File: config.mk
export PLATFORM = sky130hd
export DESIGN_NAME = wgb_conv
export DESIGN_NICKNAME = d
export VERILOG_FILES = /design/src/hw/rtl/wgb_pkg.sv /design/src/hw/rtl/wgb_conv.sv
export SDC_FILE = /design/constraint.sdc
export NUM_CORES = 1
export LEC_CHECK = 0
export ABC_AREA = 1
export BUFFER_PORTS_ARGS = -buffer_cell sky130_fd_sc_hd__buf_2
export CAP_MARGIN = 10
export CORE_UTILIZATION = 43
export CTS_CLUSTER_DIAMETER = 150
export DETAILED_ROUTE_END_ITERATION = 8
export MAX_ROUTING_LAYER = met4
export PLACE_DENSITY = 0.67
export SYNTH_ARGS = -nofsm -noshare
export SYNTH_HDL_FRONTEND = slang
export SYNTH_SLANG_ARGS = --single-unit
File: constraint.sdc
create_clock -name i_clk -period 5.97 [get_ports i_clk]
set_input_delay 0.2985 -clock i_clk [delete_from_list [all_inputs] [get_ports i_clk]]
set_output_delay 0.2985 -clock i_clk [all_outputs]
set_load 0.01 [all_outputs]
File: src/hw/rtl/wgb_pkg.sv
// ----------------------------------------------------------------------------
// wgb_pkg
// Shared types, constants and weight helpers for the window gaussian blur.
// ----------------------------------------------------------------------------
package wgb_pkg;

    // default geometry
    localparam int KERNEL_SIZE_DEF = 5;
    localparam int MAX_WIDTH_DEF   = 1024;

    // field widths
    localparam int PIX_W     = 8;
    localparam int ROW_W     = 12;
    localparam int OUTCOL_W  = 10;
    localparam int IMG_W_W   = 11;
    localparam int IMG_H_W   = 13;
    localparam int CFG_W     = 13;
    localparam int CFG_IDX_W = 2;

    // raster arithmetic width, holds the largest frame dimension plus one
    localparam int CNT_W      = 13;
    localparam int MAX_HEIGHT = 4096;
    localparam int PIX_MAX    = 255;

    // register reset values
    localparam logic [IMG_W_W-1:0] IMG_W_RESET = IMG_W_W'(1024);
    localparam logic [IMG_H_W-1:0] IMG_H_RESET = IMG_H_W'(768);

    // register indexes
    typedef enum logic [CFG_IDX_W-1:0] {
        CFG_IMAGE_WIDTH  = 2'd0,
        CFG_IMAGE_HEIGHT = 2'd1
    } t_cfg_idx;

    // input transaction payload
    typedef struct packed {
        logic [PIX_W-1:0] pixel;
    } t_pix_in;

    // output transaction payload
    typedef struct packed {
        logic [PIX_W-1:0]    filtered_value;
        logic [ROW_W-1:0]    out_row;
        logic [OUTCOL_W-1:0] out_col;
        logic                last_of_frame;
    } t_res_out;

    // position and flags that travel alongside a pixel
    typedef struct packed {
        logic                emit;
        logic [ROW_W-1:0]    out_row;
        logic [OUTCOL_W-1:0] out_col;
        logic                last;
    } t_meta;

    // log2 of the weight at window position (r, c)
    function automatic int weight_exp(input int k, input int r, input int c);
        int m;
        int dr;
        int dc;
        int e;
        m  = k >> 1;
        dr = (r > m) ? (r - m) : (m - r);
        dc = (c > m) ? (c - m) : (m - c);
        e  = m + 1 - dr - dc;
        if (e < 0) begin
            e = 0;
        end
        return e;
    endfunction

    // sum of all window weights
    function automatic int weight_total(input int k);
        int total;
        total = 0;
        for (int r = 0; r < k; r++) begin
            for (int c = 0; c < k; c++) begin
                total = total + (1 << weight_exp(k, r, c));
            end
        end
        return total;
    endfunction

endpackage

File: src/hw/rtl/wgb_conv.sv
// ----------------------------------------------------------------------------
// wgb_conv
// Weighted window sum by shift and add, then division by the weight sum.
// ----------------------------------------------------------------------------
module wgb_conv import wgb_pkg::*; #(
    parameter int KERNEL_SIZE = KERNEL_SIZE_DEF
) (
    input  logic                                               i_clk,
    input  logic                                               i_rst_n,
    input  logic                                               i_en,
    input  logic [KERNEL_SIZE-1:0][KERNEL_SIZE-1:0][PIX_W-1:0] i_window,
    input  t_meta                                              i_meta,
    output logic                                               o_valid,
    output t_res_out                                           o_res
);
    localparam int W_TOTAL = weight_total(KERNEL_SIZE);
    localparam int SUM_W   = $clog2(PIX_MAX * W_TOTAL + 1);
    localparam int DIV_S   = SUM_W + $clog2(W_TOTAL);
    localparam longint unsigned RECIP =
        ((longint'(1) << DIV_S) + longint'(W_TOTAL) - 1) / longint'(W_TOTAL);
    localparam int RECIP_W = $clog2(RECIP + 1);
    localparam int PROD_W  = SUM_W + RECIP_W;

    logic [KERNEL_SIZE-1:0][SUM_W-1:0] n_rs;
    logic [KERNEL_SIZE-1:0][SUM_W-1:0] r_rs;
    logic [SUM_W-1:0]                  n_sum;
    logic [SUM_W-1:0]                  r_sum;
    logic [PROD_W-1:0]                 prod;
    logic [PIX_W-1:0]                  r_quot;
    t_meta                             r_m1;
    t_meta                             r_m2;
    t_meta                             r_m3;

    // weighted row sums, each weight a power of two
    always_comb begin
        logic [SUM_W-1:0] acc;
        for (int r = 0; r < KERNEL_SIZE; r++) begin
            acc = '0;
            for (int c = 0; c < KERNEL_SIZE; c++) begin
                acc = acc + (SUM_W'(i_window[r][c]) << weight_exp(KERNEL_SIZE, r, c));
            end
            n_rs[r] = acc;
        end
    end

    // total over rows
    always_comb begin
        n_sum = '0;
        for (int r = 0; r < KERNEL_SIZE; r++) begin
            n_sum = n_sum + r_rs[r];
        end
    end

    // truncating divide by the weight sum through a reciprocal
    assign prod = PROD_W'(r_sum) * PROD_W'(RECIP);

    always_ff @(posedge i_clk) begin
        if (!i_rst_n) begin
            r_m1.emit <= 1'b0;
            r_m2.emit <= 1'b0;
            r_m3.emit <= 1'b0;
        end else if (i_en) begin
            r_rs   <= n_rs;
            r_m1   <= i_meta;
            r_sum  <= n_sum;
            r_m2   <= r_m1;
            r_quot <= PIX_W'(prod >> DIV_S);
            r_m3   <= r_m2;
        end
    end

    assign o_valid              = r_m3.emit;
    assign o_res.filtered_value = r_quot;
    assign o_res.out_row        = r_m3.out_row;
    assign o_res.out_col        = r_m3.out_col;
    assign o_res.last_of_frame  = r_m3.last;
endmodule

* Word level (Yosys, flattened, before mapping)
Index checks and enable logic that the tools add are counted.
** Operators by class
- $add $sub $neg :: 24
- Multipliers :: 1
- Reduce and logical (&&, ||, !) cells :: 1
** Operators with widths (number)
- $add 14x14->14 :: 4
- $mul 14x15->28 const B :: 1
- $add 12x8->13 :: 2
- $add 11x8->12 :: 2
- $add 11x9->12 :: 2
- $add 10x10->11 :: 2
- $add 10x8->11 :: 2
- $add 8x9->10 :: 2
- $add 9x9->10 :: 2
- $add 8x8->9 :: 2
- $add 13x9->14 :: 1
- $add 12x10->13 :: 1
- $add 11x11->12 :: 1
- $add 9x10->11 :: 1
- $reduce_and 2->1 :: 1
** Word-level totals
- Register bits :: 164
- Input bits :: 227
- Output and inout port bits :: 32

* Depth between registers and ports, before layout
Gate-level depths: netlist of the first run.
- Depth after elaboration :: 4
- Depth in mapped cells :: 21
- Mapped depth without buffers :: 21

* Worst setup path after synthesis of the first run
Ideal clock, no wire load.
- Path type :: reg-to-reg
- Start point :: register r_sum[5]
- End point :: register r_quot[1], data pin
- Clock period less this slack :: 4.402 ns
- Path buffers :: 0
- Arrival time :: 4.150 ns
- Stages on the path, launching flop included :: 16
- Data required time :: 5.717 ns
- Setup slack :: 1.568 ns
- Setup time :: 0.253 ns
- Path through :: edfxtp_1 -> fa_1 -> fa_1 -> fa_1 -> fa_1 -> fa_1 -> ha_1 -> ha_1 -> nand2_1 -> inv_1 -> nand2_1 -> nand2_1 -> a21oi_1 -> nand3_1 -> nand2_1 -> nand2_1
** On the way
- Cells in the longest elaborated chain, start to end :: 1
** RTL lines
- start, declared :: RTL line wgb_conv.sv:27 : logic [SUM_W-1:0] r_sum;
- start signal, assigned :: RTL line wgb_conv.sv:65 : r_sum <= n_sum;
- $mul 14x15->28 :: RTL line wgb_conv.sv:55 : assign prod = PROD_W'(r_sum) * PROD_W'(RECIP);
- net prod[21] :: RTL line wgb_conv.sv:28 : logic [PROD_W-1:0] prod;
- end signal, assigned :: RTL line wgb_conv.sv:67 : r_quot <= PIX_W'(prod >> DIV_S);
- end, declared :: RTL line wgb_conv.sv:29 : logic [PIX_W-1:0] r_quot;
The timed path passes the listed nets, and every way through them passes these cells.
A chain may end at the register's enable or synchronous reset.

* Worst setup path in the final report of the first run
- Start point :: register r_sum[2]
- End point :: register r_quot[2], data pin
Same word-level chain as after synthesis.

==> flow_summary.toml, run 1 <==
[worst_hold_path]
min_to = "r_m1[5]"
hold_depth = 1
hold_class = "input pin to flop"
worstHoldStart = "i_meta[5]"

[floorplanning]
core-area_sq_mm = 0.03245
die_y_um = 183.3
die_w_um = 183.3
rows = 66
io_pins = 259
initial_core_util_pct = 43.57
dieArea_sq_mm = 0.03362

[timing]
maxSlewViolCount = 0
fin_crit_ps = 4763
worst_slew_pin_slew_ps = 897.3
hold_viol = 0
clock_skew_ps = 5.990
rsz0062_at_grt = "false"
layout_worst_path_cycle_share_pct = 79.78
relSlewSlack_pct = 40.18
setup_violations = 0
tns_ps = 0
clock.fmax_mhz = 210.0

[clock_network]
clkLatencyLatePin_ps = 430
cts_buffer_depth = 2
ctsHoldBuffers = 0
numCtsBuffers = 17
postCtsSetupBuffers = 0
clock-sinks = 152
cts.clk_slew.worst_paths_ps = 70
cts_tree = "done"
cts_root_buf = "clkbuf_16"
postCtsResizedCells = 0
htree_num_levels = 4

[routing]
wl_per_cell_um = 14.05
first_pass_iters = 7
routed_wl_um = 27930
final_antenna_net_count = 0
drcViolationCount = 0
drt_iter0_drc = 393
vias_per_cell = 4.620
num_vias = 9184

[global_routing]
grt_pass1_wl_um = 46370
grt_overflow_total = 0
grt_max_degree = 79
grt_pass1_vias = 9934
antenna_found_initial = 1
grt_usage_pct = 18.47

[synth]
ys_seq_area_share_pct = 32.07
synthDistinctLibCells = 26
syn_nets = 1873
yosysWarnings = 0
avgSynthCellArea_sq_um = 11.28
syn-cell-area_sq_mm = 0.01414
synth-seq-cells = 152
syn_inst = 1254

[run]
drv_cap = 0

[outcome]
status = "finished clean"

[placed_design]
dp_hpwl_um = 24370
globalplace.congestion = 0.8787
placed_area_sq_mm = 0.01600
port_buffers = 258

[layout]
stdcell_area_sq_mm = 0.01660
nNetsFinal = 2151
drive_gt1_share_pct = 20.00
syn2layout_area_growth_pct = 17.38
layout_common_cells = "buf_2, inv_1, nand2_1"
final_common_cell = "buf_2"
fillCellCount = 2934
multi_input_area_sq_mm = 0.008650
seq_area_sq_mm = 0.004534

[critical_path]
required_ps = 6160
crit_start = "r_sum[2]"
r2r_cells = 19
path_class = "flop to flop"
end_kind = "flop"
crit_arrival_ps = 4950
r2r-end = "r_quot[2]"
worstPathMaxFanout = 7
reg2reg_from = "r_sum[2]"
start_kind = "flop"
r2r_setup_slack_ps = 1210
## worst max-delay path by stage
stage                     cells after the start   endpoint  slack (ps)
final                                        19  r_quot[2]        1210
after global routing                         18  r_quot[4]         950
after CTS                                    19  r_quot[2]        1190
after detailed placement                     18  r_quot[3]        1210
after global placement                       19  r_quot[2]        1330
after floorplan                              15  r_quot[1]        1570
## synthesized netlist by cell type, drive strengths merged
| cell type | number | share of area, % |
|---|---|---|
| nand3 | 33 | 1.2 |
| dfxtp | 3 | 0.42 |
| ha | 185 | 16 |
| nand2b | 2 | 0.088 |
| xor2 | 28 | 1.7 |
| nand2 | 235 | 6.4 |
| edfxtp | 149 | 32 |
| fa | 207 | 29 |
| a21o | 10 | 0.53 |
| a21oi | 43 | 1.5 |
| nand4 | 16 | 0.71 |
| nor2 | 52 | 1.6 |
| or2 | 1 | 0.044 |
| inv | 255 | 6.8 |
| o21ai | 10 | 0.38 |
| o211ai | 5 | 0.27 |
| a31oi | 5 | 0.22 |
| nor3 | 3 | 0.11 |
| o21bai | 1 | 0.053 |
| xnor2 | 11 | 0.68 |
## cells by family (layout without fill, tap and decap cells)
logic type | count (synthesis) | after routing | share of synthesized area, %
buffers and inverters | 255 | 546 | 6.769
and+or+nand+nor | 342 | 342 | 10.10
AOI/OAI and AO/OA | 74 | 74 | 2.973
adders and majority gates | 392 | 392 | 45.67
DFF | 152 | 152 | 32.07
other | 0 | 1 | 0
xor gates and xnor gates | 39 | 39 | 2.416
## registers in the layout (all words and copies together), names as in the netlist
name	cells
r_rs	58
r_m1	24
r_m2	24
o_res	23
r_sum	14
r_quot	8
o_valid	1
## final cells by class
| class | instances | share of cell area (%) |
|---|---|---|
| Sequential cell | 152 | 27.32 |
| Inverter | 255 | 5.797 |
| Tap cell | 442 | 3.332 |
| Clock inverter | 15 | 1.040 |
| Timing Repair Buffer | 259 | 7.825 |
| Multi-Input combinational cell | 847 | 52.11 |
| Clock buffer | 17 | 2.563 |
| Antenna cell | 1 | 0.01508 |
## metal layers
layer  GRT usage [%]  part of all wire [%]  up-vias
met2           33.06                    53      183
met5               -                     0        -
met1           21.11                    42     4385
li1                -                     -     4581
met3           3.018                   3.3       35
met4           5.767                   1.9        0
## worst max-delay path, cell delays in order (launching register included)
cell,delay [ps]
edfxtp_1,510
inv_1,150
fa_1,560
inv_1,50
ha_1,190
inv_1,60
fa_1,410
inv_1,80
fa_1,450
fa_1,590
fa_1,430
ha_1,340
nand2_1,130
nor2_1,60
nand2_1,110
nor2_1,50
a21oi_1,180
nand2_1,70
nand2_1,60
nand2_1,50
## metrics by stage
stage | utilization [%] | hold slack, ps | cells | setup slack (ps)
after global routing | 51.14 | 6.074 | 1988 | 953.1
final | 51.14 | 34.38 | 1988 | 1207
after global placement | 49.29 | 400.9 | 1955 | 1328
after detailed placement | 49.29 | 404.5 | 1955 | 1211
after floorplan | - | 397.4 | 1254 | 1568
after CTS | 51.14 | 9.553 | 1987 | 1192
Power of run 1 is not shown: default switching activity piles up to over one toggle a cycle in this logic, so the estimate is an artifact.
==> inputs of run 2 (changes only) <==
- clock period: 5.97 -> 4.6 ns (I/O delays scaled with it)
==> run 2 against run 1 <==
Compared with the run above:
- critical path depth fell by 5
- clock skew is 9.0 ps higher
- setup slack got worse by 1000 ps
- final area rose by 4.0%
- cell count grew 2.5%
- first-iteration DRC count increased by 3.8%
- highest routed layer unchanged
- non-clock buffer count grew 50
==> flow_summary.toml, run 2 (synthesis gave the netlist of run 1 again) <==
[placed_design]
port_buffers = 258
dp_hpwl_um = 24130
placed_area_sq_mm = 0.01613
pre_cts_ws_ps = -20.86
placedCellCount = 1972
globalplace.congestion = 0.8757

[global_routing]
antenna_found_initial = 2
grt_pass1_wl_um = 47040
grt_usage_pct = 18.51
grt_overflow_total = 0
grt_pass1_vias = 10210
grt_max_degree = 77

[clock_network]
cts_root_buf = "clkbuf_16"
cts.clk_slew.worst_paths_ps = 80
clock-sinks = 152
htree_num_levels = 4
numCtsBuffers = 17
cts_buffer_depth = 2
cts_tree = "done"
clkLatencyLatePin_ps = 440

[timing]
maxSlewViolCount = 0
rsz0062_at_grt = "true"
worst_slew_pin_slew_ps = 671.3
clock_skew_ps = 15.04
relSlewSlack_pct = 55.25
fin_ws_ps = 162.6
hold_viol = 0
fin_crit_ps = 4437
layout_worst_path_cycle_share_pct = 96.47
setup_violations = 0
clock.fmax_mhz = 225.4

[routing]
routed_wl_um = 28230
num_vias = 9395
final_antenna_net_count = 0
drt_iter0_drc = 408
first_pass_iters = 6
wl_per_cell_um = 13.85
drcViolationCount = 0
vias_per_cell = 4.610

[layout]
final_common_cell = "buf_2"
reg_top3 = "r_rs x58, r_m1 x24, r_m2 x24"
nNetsFinal = 2201
regMostFlops = "r_rs"
stdcell_area_sq_mm = 0.01727
syn2layout_area_growth_pct = 22.09
layout_common_cells = "buf_2, inv_1, nand2_1"
drive_gt1_share_pct = 23.59
largest_reg_flops = 58
finalNonFillerCells = 2038

[floorplanning]
rows = 66
die_y_um = 183.3
io_pins = 259
initial_core_util_pct = 43.57
core-area_sq_mm = 0.03245
die_w_um = 183.3
dieArea_sq_mm = 0.03362

[critical_path]
start_kind = "flop"
end_kind = "flop"
required_ps = 4780
crit_arrival_ps = 4620
worstPathMaxFanout = 3
reg2reg_from = "r_sum[5]"
path_class = "flop to flop"
crit_start = "r_sum[5]"

[outcome]
status = "finished clean"

[run]
drv_cap = 0

[worst_hold_path]
hold_class = "input pin to flop"
worstHoldStart = "i_meta[23]"
## run 2: critical path, cell delays in order (launching register included)
cell and delay (ps):
edfxtp_1 420, fa_1 570, fa_1 450, fa_1 570, fa_1 440, fa_1 440, ha_1 320, ha_4 300
nand2_2 90, nor2_2 170, nand2_1 90, nor2_1 100, nand2_1 70, nand4_1 90, nand2_1 60
## run 2: area by class of cell
cell class	count	area [sq um]
antenna	2	5.005
clock buffer	18	429.2
clock inverter	13	167.7
fill	2821	15190
inverter	255	962.2
multi-input combinational	847	8882
sequential	152	4534
tap	442	553.0
timing repair buffer	309	1732
## run 2: path summary, 6_finish.rpt
path	to	slack (ps)	cells after the start
worst min-delay path	r_m1[23]	50	3
worst max register to register	r_quot[4]	160	14
worst min register to register	o_res[7]	420	0
worst max-delay path	r_quot[4]	160	14
## run 2: timing repair
action	CTS	global route
hold endpoints to repair	23	0
hold buffers	23	0
pin swaps	0	13
setup buffers	2	8
setup endpoints to repair	8	8
gates resized for setup	0	51
## run 2: per-layer routing
metal | wire length (um) | vias up | GRT usage, %
met4 | 684 | 0 | 6.467
met3 | 836 | 42 | 2.661
li1 | - | 4672 | -
met1 | 11870 | 4489 | 21.09
met5 | 0 | - | -
met2 | 14840 | 192 | 33.17
## run 2: stage by stage
stage               util (%)  TNS (ps)  hold WS [ps]
detailed placement     49.69    -81.37         404.5
floorplan                  -         0         328.9
CTS                    52.28         0         22.32
finish                 53.20         0         46.48
global route           53.20    -260.6         53.00
global placement       49.69         0         400.9
Power of run 2 is left out for the same reason.
