--- src/hw/rtl/wgb_pkg.sv ---
// ----------------------------------------------------------------------------
// wgb_pkg
// Shared types, constants and weight helpers for the window gaussian blur.
// ----------------------------------------------------------------------------
package wgb_pkg;

    // default geometry
    localparam int KERNEL_SIZE_DEF = 5;
    localparam int MAX_WIDTH_DEF   = 1024;

    // field widths
    localparam int PIX_W     = 8;
    localparam int ROW_W     = 12;
    localparam int OUTCOL_W  = 10;
    localparam int IMG_W_W   = 11;
    localparam int IMG_H_W   = 13;
    localparam int CFG_W     = 13;
    localparam int CFG_IDX_W = 2;

    // raster arithmetic width, holds the largest frame dimension plus one
    localparam int CNT_W      = 13;
    localparam int MAX_HEIGHT = 4096;
    localparam int PIX_MAX    = 255;

    // register reset values
    localparam logic [IMG_W_W-1:0] IMG_W_RESET = IMG_W_W'(1024);
    localparam logic [IMG_H_W-1:0] IMG_H_RESET = IMG_H_W'(768);

    // register indexes
    typedef enum logic [CFG_IDX_W-1:0] {
        CFG_IMAGE_WIDTH  = 2'd0,
        CFG_IMAGE_HEIGHT = 2'd1
    } t_cfg_idx;

    // input transaction payload
    typedef struct packed {
        logic [PIX_W-1:0] pixel;
    } t_pix_in;

    // output transaction payload
    typedef struct packed {
        logic [PIX_W-1:0]    filtered_value;
        logic [ROW_W-1:0]    out_row;
        logic [OUTCOL_W-1:0] out_col;
        logic                last_of_frame;
    } t_res_out;

    // position and flags that travel alongside a pixel
    typedef struct packed {
        logic                emit;
        logic [ROW_W-1:0]    out_row;
        logic [OUTCOL_W-1:0] out_col;
        logic                last;
    } t_meta;

    // log2 of the weight at window position (r, c)
    function automatic int weight_exp(input int k, input int r, input int c);
        int m;
        int dr;
        int dc;
        int e;
        m  = k >> 1;
        dr = (r > m) ? (r - m) : (m - r);
        dc = (c > m) ? (c - m) : (m - c);
        e  = m + 1 - dr - dc;
        if (e < 0) begin
            e = 0;
        end
        return e;
    endfunction

    // sum of all window weights
    function automatic int weight_total(input int k);
        int total;
        total = 0;
        for (int r = 0; r < k; r++) begin
            for (int c = 0; c < k; c++) begin
                total = total + (1 << weight_exp(k, r, c));
            end
        end
        return total;
    endfunction

endpackage

--- src/hw/rtl/wgb_stream_if.sv ---
// ----------------------------------------------------------------------------
// wgb_stream_if
// Valid/ready stream channel carrying one payload per transaction.
// ----------------------------------------------------------------------------
interface wgb_stream_if #(
    parameter type T = logic
) ();
    logic valid;
    logic ready;
    T     data;

    modport source (output valid, output data, input ready);
    modport sink   (input valid, input data, output ready);
endinterface

--- src/hw/rtl/wgb_out_skid.sv ---
// ----------------------------------------------------------------------------
// wgb_out_skid
// Output register with one skid entry, decoupling the pipeline from ready.
// ----------------------------------------------------------------------------
module wgb_out_skid import wgb_pkg::*; (
    input  logic             i_clk,
    input  logic             i_rst_n,
    input  logic             i_push,
    input  t_res_out         i_res,
    output logic             o_full,
    wgb_stream_if.source     o_res
);
    logic     r_out_valid;
    t_res_out r_out;
    logic     r_sk_valid;
    t_res_out r_sk;
    logic     pop;

    assign pop = r_out_valid && o_res.ready;

    // output and skid occupancy
    always_ff @(posedge i_clk) begin
        if (!i_rst_n) begin
            r_out_valid <= 1'b0;
            r_sk_valid  <= 1'b0;
        end else if (r_sk_valid) begin
            if (pop) begin
                r_out      <= r_sk;
                r_sk_valid <= 1'b0;
            end
        end else if (i_push) begin
            if (!r_out_valid || pop) begin
                r_out       <= i_res;
                r_out_valid <= 1'b1;
            end else begin
                r_sk       <= i_res;
                r_sk_valid <= 1'b1;
            end
        end else if (pop) begin
            r_out_valid <= 1'b0;
        end
    end

    assign o_full      = r_sk_valid;
    assign o_res.valid = r_out_valid;
    assign o_res.data  = r_out;
endmodule

--- src/flat_wrapper.sv ---
// flat-port wrapper written by rule: the top's interface ports become plain ports
module wgb_out_skid_flat import wgb_pkg::*;
  (i_clk, i_rst_n, i_push, i_res, o_full, o_res_valid, o_res_data, o_res_ready);
  wgb_stream_if o_res_i ();
  input  logic i_clk;
  input  logic i_rst_n;
  input  logic i_push;
  input  t_res_out i_res;
  output logic o_full;
  output wire logic [$bits(o_res_i.valid)-1:0] o_res_valid;
  output wire logic [$bits(o_res_i.data)-1:0] o_res_data;
  input wire logic [$bits(o_res_i.ready)-1:0] o_res_ready;
  assign o_res_valid = o_res_i.valid;
  assign o_res_data = o_res_i.data;
  assign o_res_i.ready = o_res_ready;
  wgb_out_skid u_core (.i_clk(i_clk), .i_rst_n(i_rst_n), .i_push(i_push), .i_res(i_res), .o_full(o_full), .o_res(o_res_i));
endmodule
--- config.mk ---
export PLATFORM = sky130hd
export DESIGN_NAME = wgb_out_skid_flat
export DESIGN_NICKNAME = d
export VERILOG_FILES = /design/src/hw/rtl/wgb_pkg.sv /design/src/hw/rtl/wgb_stream_if.sv /design/src/hw/rtl/wgb_out_skid.sv /design/src/flat_wrapper.sv
export SDC_FILE = /design/constraint.sdc
export NUM_CORES = 1
export LEC_CHECK = 0
export BUFFER_PORTS_ARGS = -buffer_cell sky130_fd_sc_hd__buf_2
export CAP_MARGIN = 20
export CORE_AREA = 5 5 42 44
export CTS_CLUSTER_DIAMETER = 120
export DETAILED_ROUTE_END_ITERATION = 7
export DIE_AREA = 0 0 47 49
export SLEW_MARGIN = 20
export SYNTH_ARGS = -nofsm -noshare
export SYNTH_HDL_FRONTEND = slang
export SYNTH_SLANG_ARGS = --single-unit
--- constraint.sdc ---
create_clock -name i_clk -period 1.7 [get_ports i_clk]
set_input_delay 0.17 -clock i_clk [delete_from_list [all_inputs] [get_ports i_clk]]
set_output_delay 0.17 -clock i_clk [all_outputs]
set_load 0.05 [all_outputs]
Yosys cells after proc, flatten, opt, wreduce, memory -nomap -nowiden:

Index checks and enable logic that the tools add are counted.

* bits in registers: 4
* bits of input ports: 35
* output and inout bits: 3
* word-level logic and storage cells: 28

* equal/unequal tests: 2
* muxes and demuxes: 11
* bitwise logic cells: 2
* reduce and logical (&&, ||, !) cells: 9

Operator list (number)
* $mux W1: 11
* $reduce_and A4 Y1: 2
* $reduce_bool A2 Y1: 3
* $reduce_and A3 Y1: 1
* $ne A2 B1 Y1 const B: 1
* $ne A2 B2 Y1 const B: 1
* $not A1 Y1: 2
* $logic_and A1 B1 Y1: 1
* $logic_not A1 Y1: 1
* $logic_or A1 B1 Y1: 1

Longest topological paths before layout:

Gate-level depths: netlist of the first run.

* depth after elaboration: 5
* depth in mapped cells: 2
* mapped depth without buffers: 2

Least setup slack after synthesis of the first run:

Ideal clock, no wire load.

* kind: register to register
* start: register u_core.r_sk_valid (netlist: u_core.o_full)
* end: register u_core.r_out, in the netlist u_core.o_res.data (data pin)
* setup time: 0.260 ns
* arrival time: 1.073 ns
* data required time: 1.440 ns
* setup slack: 0.367 ns
* cell stages (with the launch flop): 2
* buffers on the path: 0
* period minus slack after synthesis: 1.333 ns
* path through: dfxtp_1 -> mux2_2

* word-level cells in the longest chain between the ends: 1

Ends and longest elaborated chain
* from (decl): line wgb_out_skid.sv:15 `logic r_sk_valid;`
* from (signal assigned): line wgb_out_skid.sv:25 `r_sk_valid <= 1'b0;`
* from (signal assigned): line wgb_out_skid.sv:29 `r_sk_valid <= 1'b0;`
* from (signal assigned): line wgb_out_skid.sv:37 `r_sk_valid <= 1'b1;`
* $mux W1: line wgb_out_skid.sv:26 `end else if (r_sk_valid) begin`
* to (signal assigned): line wgb_out_skid.sv:28 `r_out <= r_sk;`
* to (signal assigned): line wgb_out_skid.sv:33 `r_out <= i_res;`
* to (decl): line wgb_out_skid.sv:14 `t_res_out r_out;`

No other way between the ends.
A chain may end at the register's enable or synchronous reset.

Final worst setup path of the first run:

* start: register u_core.r_sk_valid (netlist: u_core.o_full)
* end: output port o_full

RTL lines
* to (decl): line flat_wrapper.sv:9 `output logic o_full;`

No word-level cell between the ends.

==> impl_metrics.env, run 1 <==
export IMPL_firstDrtPassIters=2
export IMPL_ys_seq_area_frac=0.526
export IMPL_port_buffers=7
export IMPL_avgViaCountPerCell=3.45
export IMPL_yosysTopAreaCell="edfxtp_1"
export IMPL_drcViolationCount=0
export IMPL_grt_overflow_total=0
export IMPL_fin_nets=63
export IMPL_synth_area_leaders="edfxtp_1, dfxtp_1, nor3b_2, mux2_2, mux2i_1"
export IMPL_routed_wirelength_microns=336
export IMPL_start_util=0.136
export IMPL_critPathMaxFanout=6
export IMPL_critPathSlowestCell="dfxtp_1"
export IMPL_period_share=0.677
export IMPL_routabilityCongestion=0.654
export IMPL_placed_cell_area_sq_um=245
export IMPL_async_flop_share=0
export IMPL_fin_util=0.191
export IMPL_finalWorstSetupSlack_ns=0.549
export IMPL_timing_setup_tns_ns=0
export IMPL_grt_use_total=0.0388
export IMPL_fin_skew_ns=0.000472
export IMPL_timing_final_max_slew_violations=0
export IMPL_vias=145
export IMPL_rsz0062_at_grt="no"
export IMPL_fillers=163
export IMPL_grt_pass1_wl_microns=572
export IMPL_setup_worst_path_class="reg -> out"
export IMPL_synth_cell_types=14
export IMPL_hold_depth=1
export IMPL_antenna_found_initial=0
export IMPL_ant_nets=0
export IMPL_worstReg2RegEnd="u_core.o_res.data"
export IMPL_slowest_delay_ns=0.44
export IMPL_endpoint_kind="primary output"
export IMPL_grt_max_degree=8
export IMPL_syn_area_sq_um=190
export IMPL_dieArea_sq_um=2300
export IMPL_worstPathArrival_ns=0.98
export IMPL_drive_above_1_share=0.500
export IMPL_r2r_slack_ns=0.65
export IMPL_hold_buffers=0
export IMPL_ioPinCount=38
export IMPL_start_kind="register"
export IMPL_synth_cells=16
export IMPL_yosysTopAreaCellShare=0.316
export IMPL_fp_dieH_microns=49
export IMPL_drt_first_iter_violations=1
export IMPL_path_buf_inv=1
export IMPL_status="finished clean"
export IMPL_antennaDiodeCount=0
export IMPL_clkTransAtPathRegs_ns=0.04
export IMPL_timing_rr_start="u_core.o_full"
export IMPL_fp_dieW_microns=47
export IMPL_timing_fmax_mhz=869
export IMPL_ctsResizeCount=0
export IMPL_relSlewSlack=0.841
export IMPL_syn_to_final_growth_pct=40.8
export IMPL_worst_slew_pin_slew_ns=0.238
export IMPL_clk_latency_ns=0.23
export IMPL_tritoncts="done"
export IMPL_avgSynthCellArea_sq_um=11.9
export IMPL_r2r_cells=1
export IMPL_synth_nets=51
export IMPL_ctsRootBufferMaster="clkbuf_4"
export IMPL_synth_edff_count=2
export IMPL_coreArea_sq_um=1400
export IMPL_hold_path_startpoint="i_res[0]"
export IMPL_num_rows=14
export IMPL_clockBufferDepth=2
export IMPL_required_ns=1.53
export IMPL_ys_seq_elements=4
export IMPL_ir_drop_v=0.000218
export IMPL_powerDensity_nw_per_um2=1020
export IMPL_final_cell_area_sq_um=268
export IMPL_htreeDepth=1
export IMPL_setup_viol=0
export IMPL_cts_buffers=3
export IMPL_hold_end="u_core.r_sk[0]"
export IMPL_post_cts_setup_buffers=0
export IMPL_ys_flop_type="edfxtp_1"
export IMPL_p_leak_nw=0.108
export IMPL_min_period_ns=1.15
export IMPL_yosysWarnings=0
export IMPL_cap_viol_max_count=0
export IMPL_holdWs_ns=0.134
export IMPL_cp_top_family="flip-flops"
export IMPL_cp_cell_sequence="buf_2"
export IMPL_cts_sinks=4
export IMPL_grt_pass1_vias=142
export IMPL_synth_common_cells="dfxtp_1, edfxtp_1"
export IMPL_place_ws_ns=0.652
export IMPL_post_drt_wl_per_cell_microns=8.00
export IMPL_hold_viol_final=0
export IMPL_worstHoldPathType="in -> reg"
==> stage by stage <==
step / std cells / total power [mW]
4_1_cts: 42 / 0.282
2_1_floorplan: 16 / 0.147
3_3_place_gp: 39 / 0.161
5_1_grt: 42 / 0.293
3_5_place_dp: 39 / 0.162
6_report: 42 / 0.273
==> logic make-up (layout without fill, tap and decap cells) <==
| group | after synthesis | after routing | synth area share |
|---|---|---|---|
| AND/OR/NAND/NOR | 6 | 6 | 0.250 |
| multiplexers | 2 | 2 | 0.112 |
| buffers and inverters | 1 | 11 | 0.0197 |
| AO/OA/AOI/OAI | 3 | 3 | 0.0921 |
| flip-flops | 4 | 4 | 0.526 |
==> placed cells by master (no fill, tap or decap) <==
master | synthesis | final
a21oi_1 | 1 | 1
inv_1 | 1 | 1
a211oi_1 | 1 | 1
buf_2 | 0 | 7
o21ai_0 | 1 | 1
nor2b_1 | 1 | 1
edfxtp_1 | 2 | 2
clkbuf_4 | 0 | 3
nor3b_2 | 1 | 1
mux2i_1 | 1 | 1
and2b_1 | 1 | 1
nand2_1 | 1 | 1
dfxtp_1 | 2 | 2
nor3_2 | 1 | 1
nand3b_1 | 1 | 1
mux2_2 | 1 | 1
==> layer usage <==
| metal | up-vias | global-route usage | part of all wire |
|---|---|---|---|
| li1 | 79 | - | - |
| met1 | 59 | 0.0532 | 0.51 |
| met2 | 7 | 0.0271 | 0.35 |
| met3 | 0 | 0.0148 | 0.13 |
| met4 | 0 | 0.0691 | 0 |
| met5 | - | 0 | 0 |
==> flip-flops by register name (all words and copies together), names as in the netlist <==
register	count
u_core.o_res.data	1
u_core.o_full	1
u_core.o_res.valid	1
u_core.r_sk	1
==> worst max-delay path by stage <==
stage / from / endpoint / slack (ns) / cells after the start
finish: u_core.o_full / o_full / 0.55 / 1
global route: u_core.o_full / o_full / 0.51 / 1
CTS: u_core.o_full / o_full / 0.54 / 1
detailed placement: u_core.o_full / u_core.r_sk[0] / 0.65 / 2
global placement: u_core.o_full / u_core.r_sk[0] / 0.66 / 2
floorplan: u_core.o_full / u_core.o_res.data / 0.37 / 1
==> layout make-up <==
class,instances,area (sq um),area share
multi-input combinational,11,86.3,0.322
tap,16,20.0,0.0748
sequential,4,100,0.374
clock buffer,3,22.5,0.0841
timing repair buffer,7,35.0,0.131
inverter,1,3.75,0.0140
==> power by group <==
group	switching [mW]	total, mW	internal (mW)	leakage [nW]
Sequential	0.00629	0.114	0.108	0.0349
Combinational	0.0292	0.0455	0.0163	0.0595
Clock	0.0346	0.113	0.0787	0.0138
No activity file was read; power rests on OpenSTA's default activity.
==> run 2: changes to the inputs <==
==> constraint.sdc (replaced) <==
create_clock -name i_clk -period 1 [get_ports i_clk]
set_input_delay 0.1 -clock i_clk [delete_from_list [all_inputs] [get_ports i_clk]]
set_output_delay 0.1 -clock i_clk [all_outputs]
set_load 0.05 [all_outputs]
==> impl_metrics.env, run 2 (same netlist as run 1, synthesis figures left out) <==
export IMPL_min_period_ns=1.01
export IMPL_p_leak_nw=0.115
export IMPL_grt_use_total=0.0501
export IMPL_violations="setup timing"
export IMPL_ctsResizeCount=0
export IMPL_ctsRootBufferMaster="clkbuf_4"
export IMPL_fin_util=0.202
export IMPL_finalWorstSetupSlack_ns=-0.0111
export IMPL_hold_viol_final=0
export IMPL_fp_dieH_microns=49
export IMPL_p_sw_mw=0.123
export IMPL_grt_overflow_total=0
export IMPL_placed_cell_area_sq_um=260
export IMPL_firstDrtPassIters=2
export IMPL_swShare=0.261
export IMPL_ir_drop_v=0.000572
export IMPL_vias=157
export IMPL_post_drt_wl_per_cell_microns=9.47
export IMPL_ant_nets=0
export IMPL_required_ns=0.93
export IMPL_clk_latency_ns=0.23
export IMPL_drcViolationCount=0
export IMPL_final_cell_area_sq_um=283
export IMPL_layout_commonest_cell="buf_2"
export IMPL_startpoint="u_core.o_full"
export IMPL_htreeDepth=1
export IMPL_worstReg2RegEnd="u_core.r_sk[0]"
export IMPL_drive_above_1_share=0.593
export IMPL_timing_final_max_slew_violations=0
export IMPL_start_util=0.136
export IMPL_post_cts_setup_buffers=0
export IMPL_worstHoldPathType="in -> reg"
export IMPL_start_kind="register"
export IMPL_cts_sinks=4
export IMPL_setup_worst_path_class="reg -> reg"
export IMPL_routed_wirelength_microns=407
export IMPL_hold_depth=1
export IMPL_num_rows=14
export IMPL_coreArea_sq_um=1400
export IMPL_relSlewSlack=0.831
export IMPL_timing_setup_tns_ns=-0.0111
export IMPL_clkTransAtPathRegs_ns=0.04
export IMPL_tritoncts="done"
export IMPL_hold_buffers=0
export IMPL_syn_to_final_growth_pct=48.7
export IMPL_grt_max_degree=8
export IMPL_status="complete, but fails checks"
export IMPL_cts_buffers=3
export IMPL_setup_viol=1
export IMPL_worst_slew_pin_slew_ns=0.255
export IMPL_dp_hpwl_microns=312
export IMPL_power_frac_clock=0.413
export IMPL_endpoint_kind="register"
export IMPL_worstPathArrival_ns=0.94
export IMPL_fin_skew_ns=0.00150
export IMPL_critPathMaxFanout=5
export IMPL_fp_dieW_microns=47
export IMPL_cap_viol_max_count=0
export IMPL_powerDensity_nw_per_um2=1670
export IMPL_timing_rr_start="u_core.o_full"
export IMPL_period_share=1.01
export IMPL_clockBufferDepth=2
export IMPL_dieArea_sq_um=2300
export IMPL_p_comb_frac=0.176
export IMPL_p_int_mw=0.348
export IMPL_timing_fmax_mhz=989
export IMPL_routabilityCongestion=0.623
export IMPL_r2r_cells=2
export IMPL_fin_nets=64
export IMPL_place_ws_ns=-0.00343
export IMPL_final_cell_mix="buf_2, clkbuf_4, dfxtp_4, edfxtp_1"
export IMPL_grt_pass1_vias=166
export IMPL_power_frac_seq=0.411
export IMPL_r2r_slack_ns=-0.01
export IMPL_crit_path_end="u_core.r_sk[0]"
export IMPL_grt_pass1_wl_microns=683
export IMPL_rsz0062_at_grt="yes"
export IMPL_ioPinCount=38
export IMPL_port_buffers=7
export IMPL_totalPowerFinal_mw=0.471
export IMPL_antennaDiodeCount=0
export IMPL_avgViaCountPerCell=3.65
export IMPL_antenna_found_initial=0
export IMPL_drt_first_iter_violations=1
run 2: cell types whose count changed in the layout (fill, tap and decap cells not counted):
cell / delta
dfxtp_1: -2
dfxtp_4: +2
buf_4: +1
run 2: layout make-up:
class	instances	area, sq um
fillers	164	1120
clock buffers	3	22.5
multi-input cells	11	86.3
well taps	16	20.0
repair buffers	8	42.5
flip-flops and latches	4	108
inverters	1	3.75
run 2: per-stage QoR:
| stage | hold WS, ns | instances |
|---|---|---|
| after global routing | 0.0496 | 43 |
| after global placement | 0.298 | 40 |
| after detailed placement | 0.299 | 40 |
| final | 0.0609 | 43 |
| after floorplan | 0.188 | 16 |
| after CTS | 0.0559 | 43 |
run 2: what timing repair did:
action                     CTS  global route
pin swaps                    0             0
cloned                       0             0
setup endpoints to repair    1             1
run 2: worst min-delay path by stage:
stage | to | slack (ns) | from
global placement | u_core.r_sk[0] | 0.30 | i_res[0]
CTS | u_core.r_sk[0] | 0.06 | i_res[0]
finish | u_core.r_sk[0] | 0.06 | i_res[0]
detailed placement | u_core.r_sk[0] | 0.30 | i_res[0]
global route | u_core.r_sk[0] | 0.05 | i_res[0]
floorplan | u_core.o_full | 0.19 | o_res_ready
run 2: power by group through the flow:
stage	registers [mW]	logic [mW]	clock network [mW]
4_1_cts	0.193	0.0840	0.206
3_5_place_dp	0.196	0.0838	0
5_1_grt	0.195	0.0904	0.224
2_1_floorplan	0.225	0.0253	0
3_3_place_gp	0.196	0.0830	0
6_report	0.194	0.0827	0.195
run 2: layer usage:
metal / share of wire / track usage / vias to the layer above
li1: - / - / 80
met1: 0.48 / 0.0531 / 65
met2: 0.31 / 0.0430 / 10
met3: 0.19 / 0.0590 / 2
met4: 0.020 / 0.0553 / 0
met5: 0 / 0 / -
run 2: worst max-delay path: stages, from the launching register on:
cell      delay (ns)
dfxtp_4         0.35
nand3b_1        0.18
nor3b_2         0.18
==> run 3: changes to the inputs <==
==> constraint.sdc (replaced) <==
create_clock -name i_clk -period 1 [get_ports i_clk]
set_input_delay 0.1 -clock i_clk [delete_from_list [all_inputs] [get_ports i_clk]]
set_output_delay 0.1 -clock i_clk [all_outputs]
set_load 0.1 [all_outputs]
==> impl_metrics.env, run 3 (same netlist as run 1, synthesis figures left out) <==
export IMPL_r2r_cells=2
export IMPL_critPathMaxFanout=5
export IMPL_coreArea_sq_um=1400
export IMPL_relSlewSlack=0.893
export IMPL_violations="setup timing"
export IMPL_setup_viol=1
export IMPL_cts_sinks=4
export IMPL_p_leak_nw=0.145
export IMPL_p_comb_frac=0.272
export IMPL_worst_slew_pin_slew_ns=0.157
export IMPL_ff_latch_area_sq_um=108
export IMPL_rsz0062_at_grt="yes"
export IMPL_power_frac_seq=0.339
export IMPL_timing_fmax_mhz=994
export IMPL_powerDensity_nw_per_um2=1620
export IMPL_dieArea_sq_um=2300
export IMPL_clkTransAtPathRegs_ns=0.04
export IMPL_num_rows=14
export IMPL_fin_skew_ns=0.00734
export IMPL_grt_max_degree=8
export IMPL_fp_dieW_microns=47
export IMPL_firstDrtPassIters=2
export IMPL_layout_commonest_cell="buf_2"
export IMPL_fp_dieH_microns=49
export IMPL_fillers=155
export IMPL_routed_wirelength_microns=360
export IMPL_finalWorstSetupSlack_ns=-0.00590
export IMPL_avgViaCountPerCell=3.54
export IMPL_grt_use_total=0.0438
export IMPL_worstHoldPathType="in -> reg"
export IMPL_drcViolationCount=0
export IMPL_final_cell_mix="buf_2, clkbuf_4, buf_12"
export IMPL_start_util=0.136
export IMPL_cap_viol_max_count=0
export IMPL_crit_path_end="u_core.r_sk[0]"
export IMPL_tritoncts="done"
export IMPL_worstPathArrival_ns=0.95
export IMPL_routabilityCongestion=0.716
export IMPL_holdWs_ns=0.0556
export IMPL_status="complete, but fails checks"
export IMPL_post_drt_wl_per_cell_microns=7.83
export IMPL_min_period_ns=1.01
export IMPL_clockBufferDepth=2
export IMPL_p_sw_mw=0.174
export IMPL_period_share=1.01
export IMPL_ctsRootBufferMaster="clkbuf_4"
export IMPL_grt_pass1_vias=161
export IMPL_p_int_mw=0.401
export IMPL_htreeDepth=1
export IMPL_start_kind="register"
export IMPL_antenna_found_initial=0
export IMPL_required_ns=0.94
export IMPL_multi_input_area_sq_um=90.1
export IMPL_dp_cells=41
export IMPL_vias=163
export IMPL_ant_nets=0
export IMPL_power_frac_clock=0.389
export IMPL_hold_viol_final=0
export IMPL_port_buffers=7
export IMPL_layout_cells_non_filler=46
export IMPL_clk_latency_ns=0.24
export IMPL_place_ws_ns=-0.0227
export IMPL_hold_buffers=0
export IMPL_syn_to_final_growth_pct=86.2
export IMPL_r2r_slack_ns=-0.006
export IMPL_setup_worst_path_class="reg -> reg"
export IMPL_ir_drop_v=0.000541
export IMPL_worstReg2RegEnd="u_core.r_sk[0]"
export IMPL_endpoint_kind="register"
export IMPL_timing_rr_start="u_core.o_full"
export IMPL_swShare=0.302
export IMPL_fin_nets=66
export IMPL_timing_final_max_slew_violations=0
export IMPL_cts_buffers=3
export IMPL_drive_above_1_share=0.600
export IMPL_ioPinCount=38
export IMPL_grt_pass1_wl_microns=641
export IMPL_drt_first_iter_violations=5
export IMPL_grt_overflow_total=0
export IMPL_startpoint="u_core.o_full"
export IMPL_fin_util=0.253
export IMPL_antennaDiodeCount=0
## run 3: cell types whose count changed in the layout (fill, tap and decap cells not counted), sizes merged
| cell | change |
|---|---|
| buf | +2 |
| clkbuf | +1 |
## run 3: worst max-delay path, cell delays in order (launching register included)
cell,delay [ns]
dfxtp_4,0.35
nand3b_1,0.18
nor3b_2,0.18
## run 3: power groups by stage
stage               registers, mW  logic, mW  clock network [mW]
floorplan                   0.257     0.0271                   0
global placement            0.198      0.150                   0
detailed placement          0.198      0.151                   0
CTS                         0.195      0.151               0.240
global route                0.197      0.163               0.248
finish                      0.195      0.156               0.224
## run 3: per-stage QoR
stage	instance area (sq um)	setup TNS [ns]	power, mW
floorplan	201	-0.342	0.285
global placement	317	-0.00863	0.348
detailed placement	317	-0.0227	0.349
CTS	343	-0.0180	0.586
global route	354	-0.0617	0.608
finish	354	-0.00590	0.575
## run 3: layer usage
layer / vias to the layer above / global-route usage / wire [microns]
met5: - / 0 / 0
met4: 0 / 0.0691 / 0
met3: 0 / 0.0221 / 48
met2: 8 / 0.0385 / 123
met1: 70 / 0.0531 / 189
li1: 85 / - / -
## run 3: worst min-delay path by stage
stage | from | cells past startpoint | endpoint | slack (ns)
floorplan | o_res_ready | 1 | u_core.o_full | 0.19
detailed placement | i_res[0] | 1 | u_core.r_sk[0] | 0.30
finish | i_res[0] | 1 | u_core.r_sk[0] | 0.06
global placement | i_res[0] | 1 | u_core.r_sk[0] | 0.30
global route | i_res[0] | 1 | u_core.r_sk[0] | 0.05
CTS | i_res[0] | 1 | u_core.r_sk[0] | 0.04
## run 3: repair_timing
item                                    CTS  global route
setup buffers                             0             1
endpoints found under the setup margin    2             4
gates cloned                              0             0
endpoints found under the hold margin     0             0
resized for setup                         0             1
pin swaps                                 0             0
## run 3: final cells by class
class	instances	area share
flip-flops and latches	4	0.304
repair buffers	10	0.300
multi-input cells	11	0.254
clock buffers	4	0.0742
well taps	16	0.0565
inverters	1	0.0106
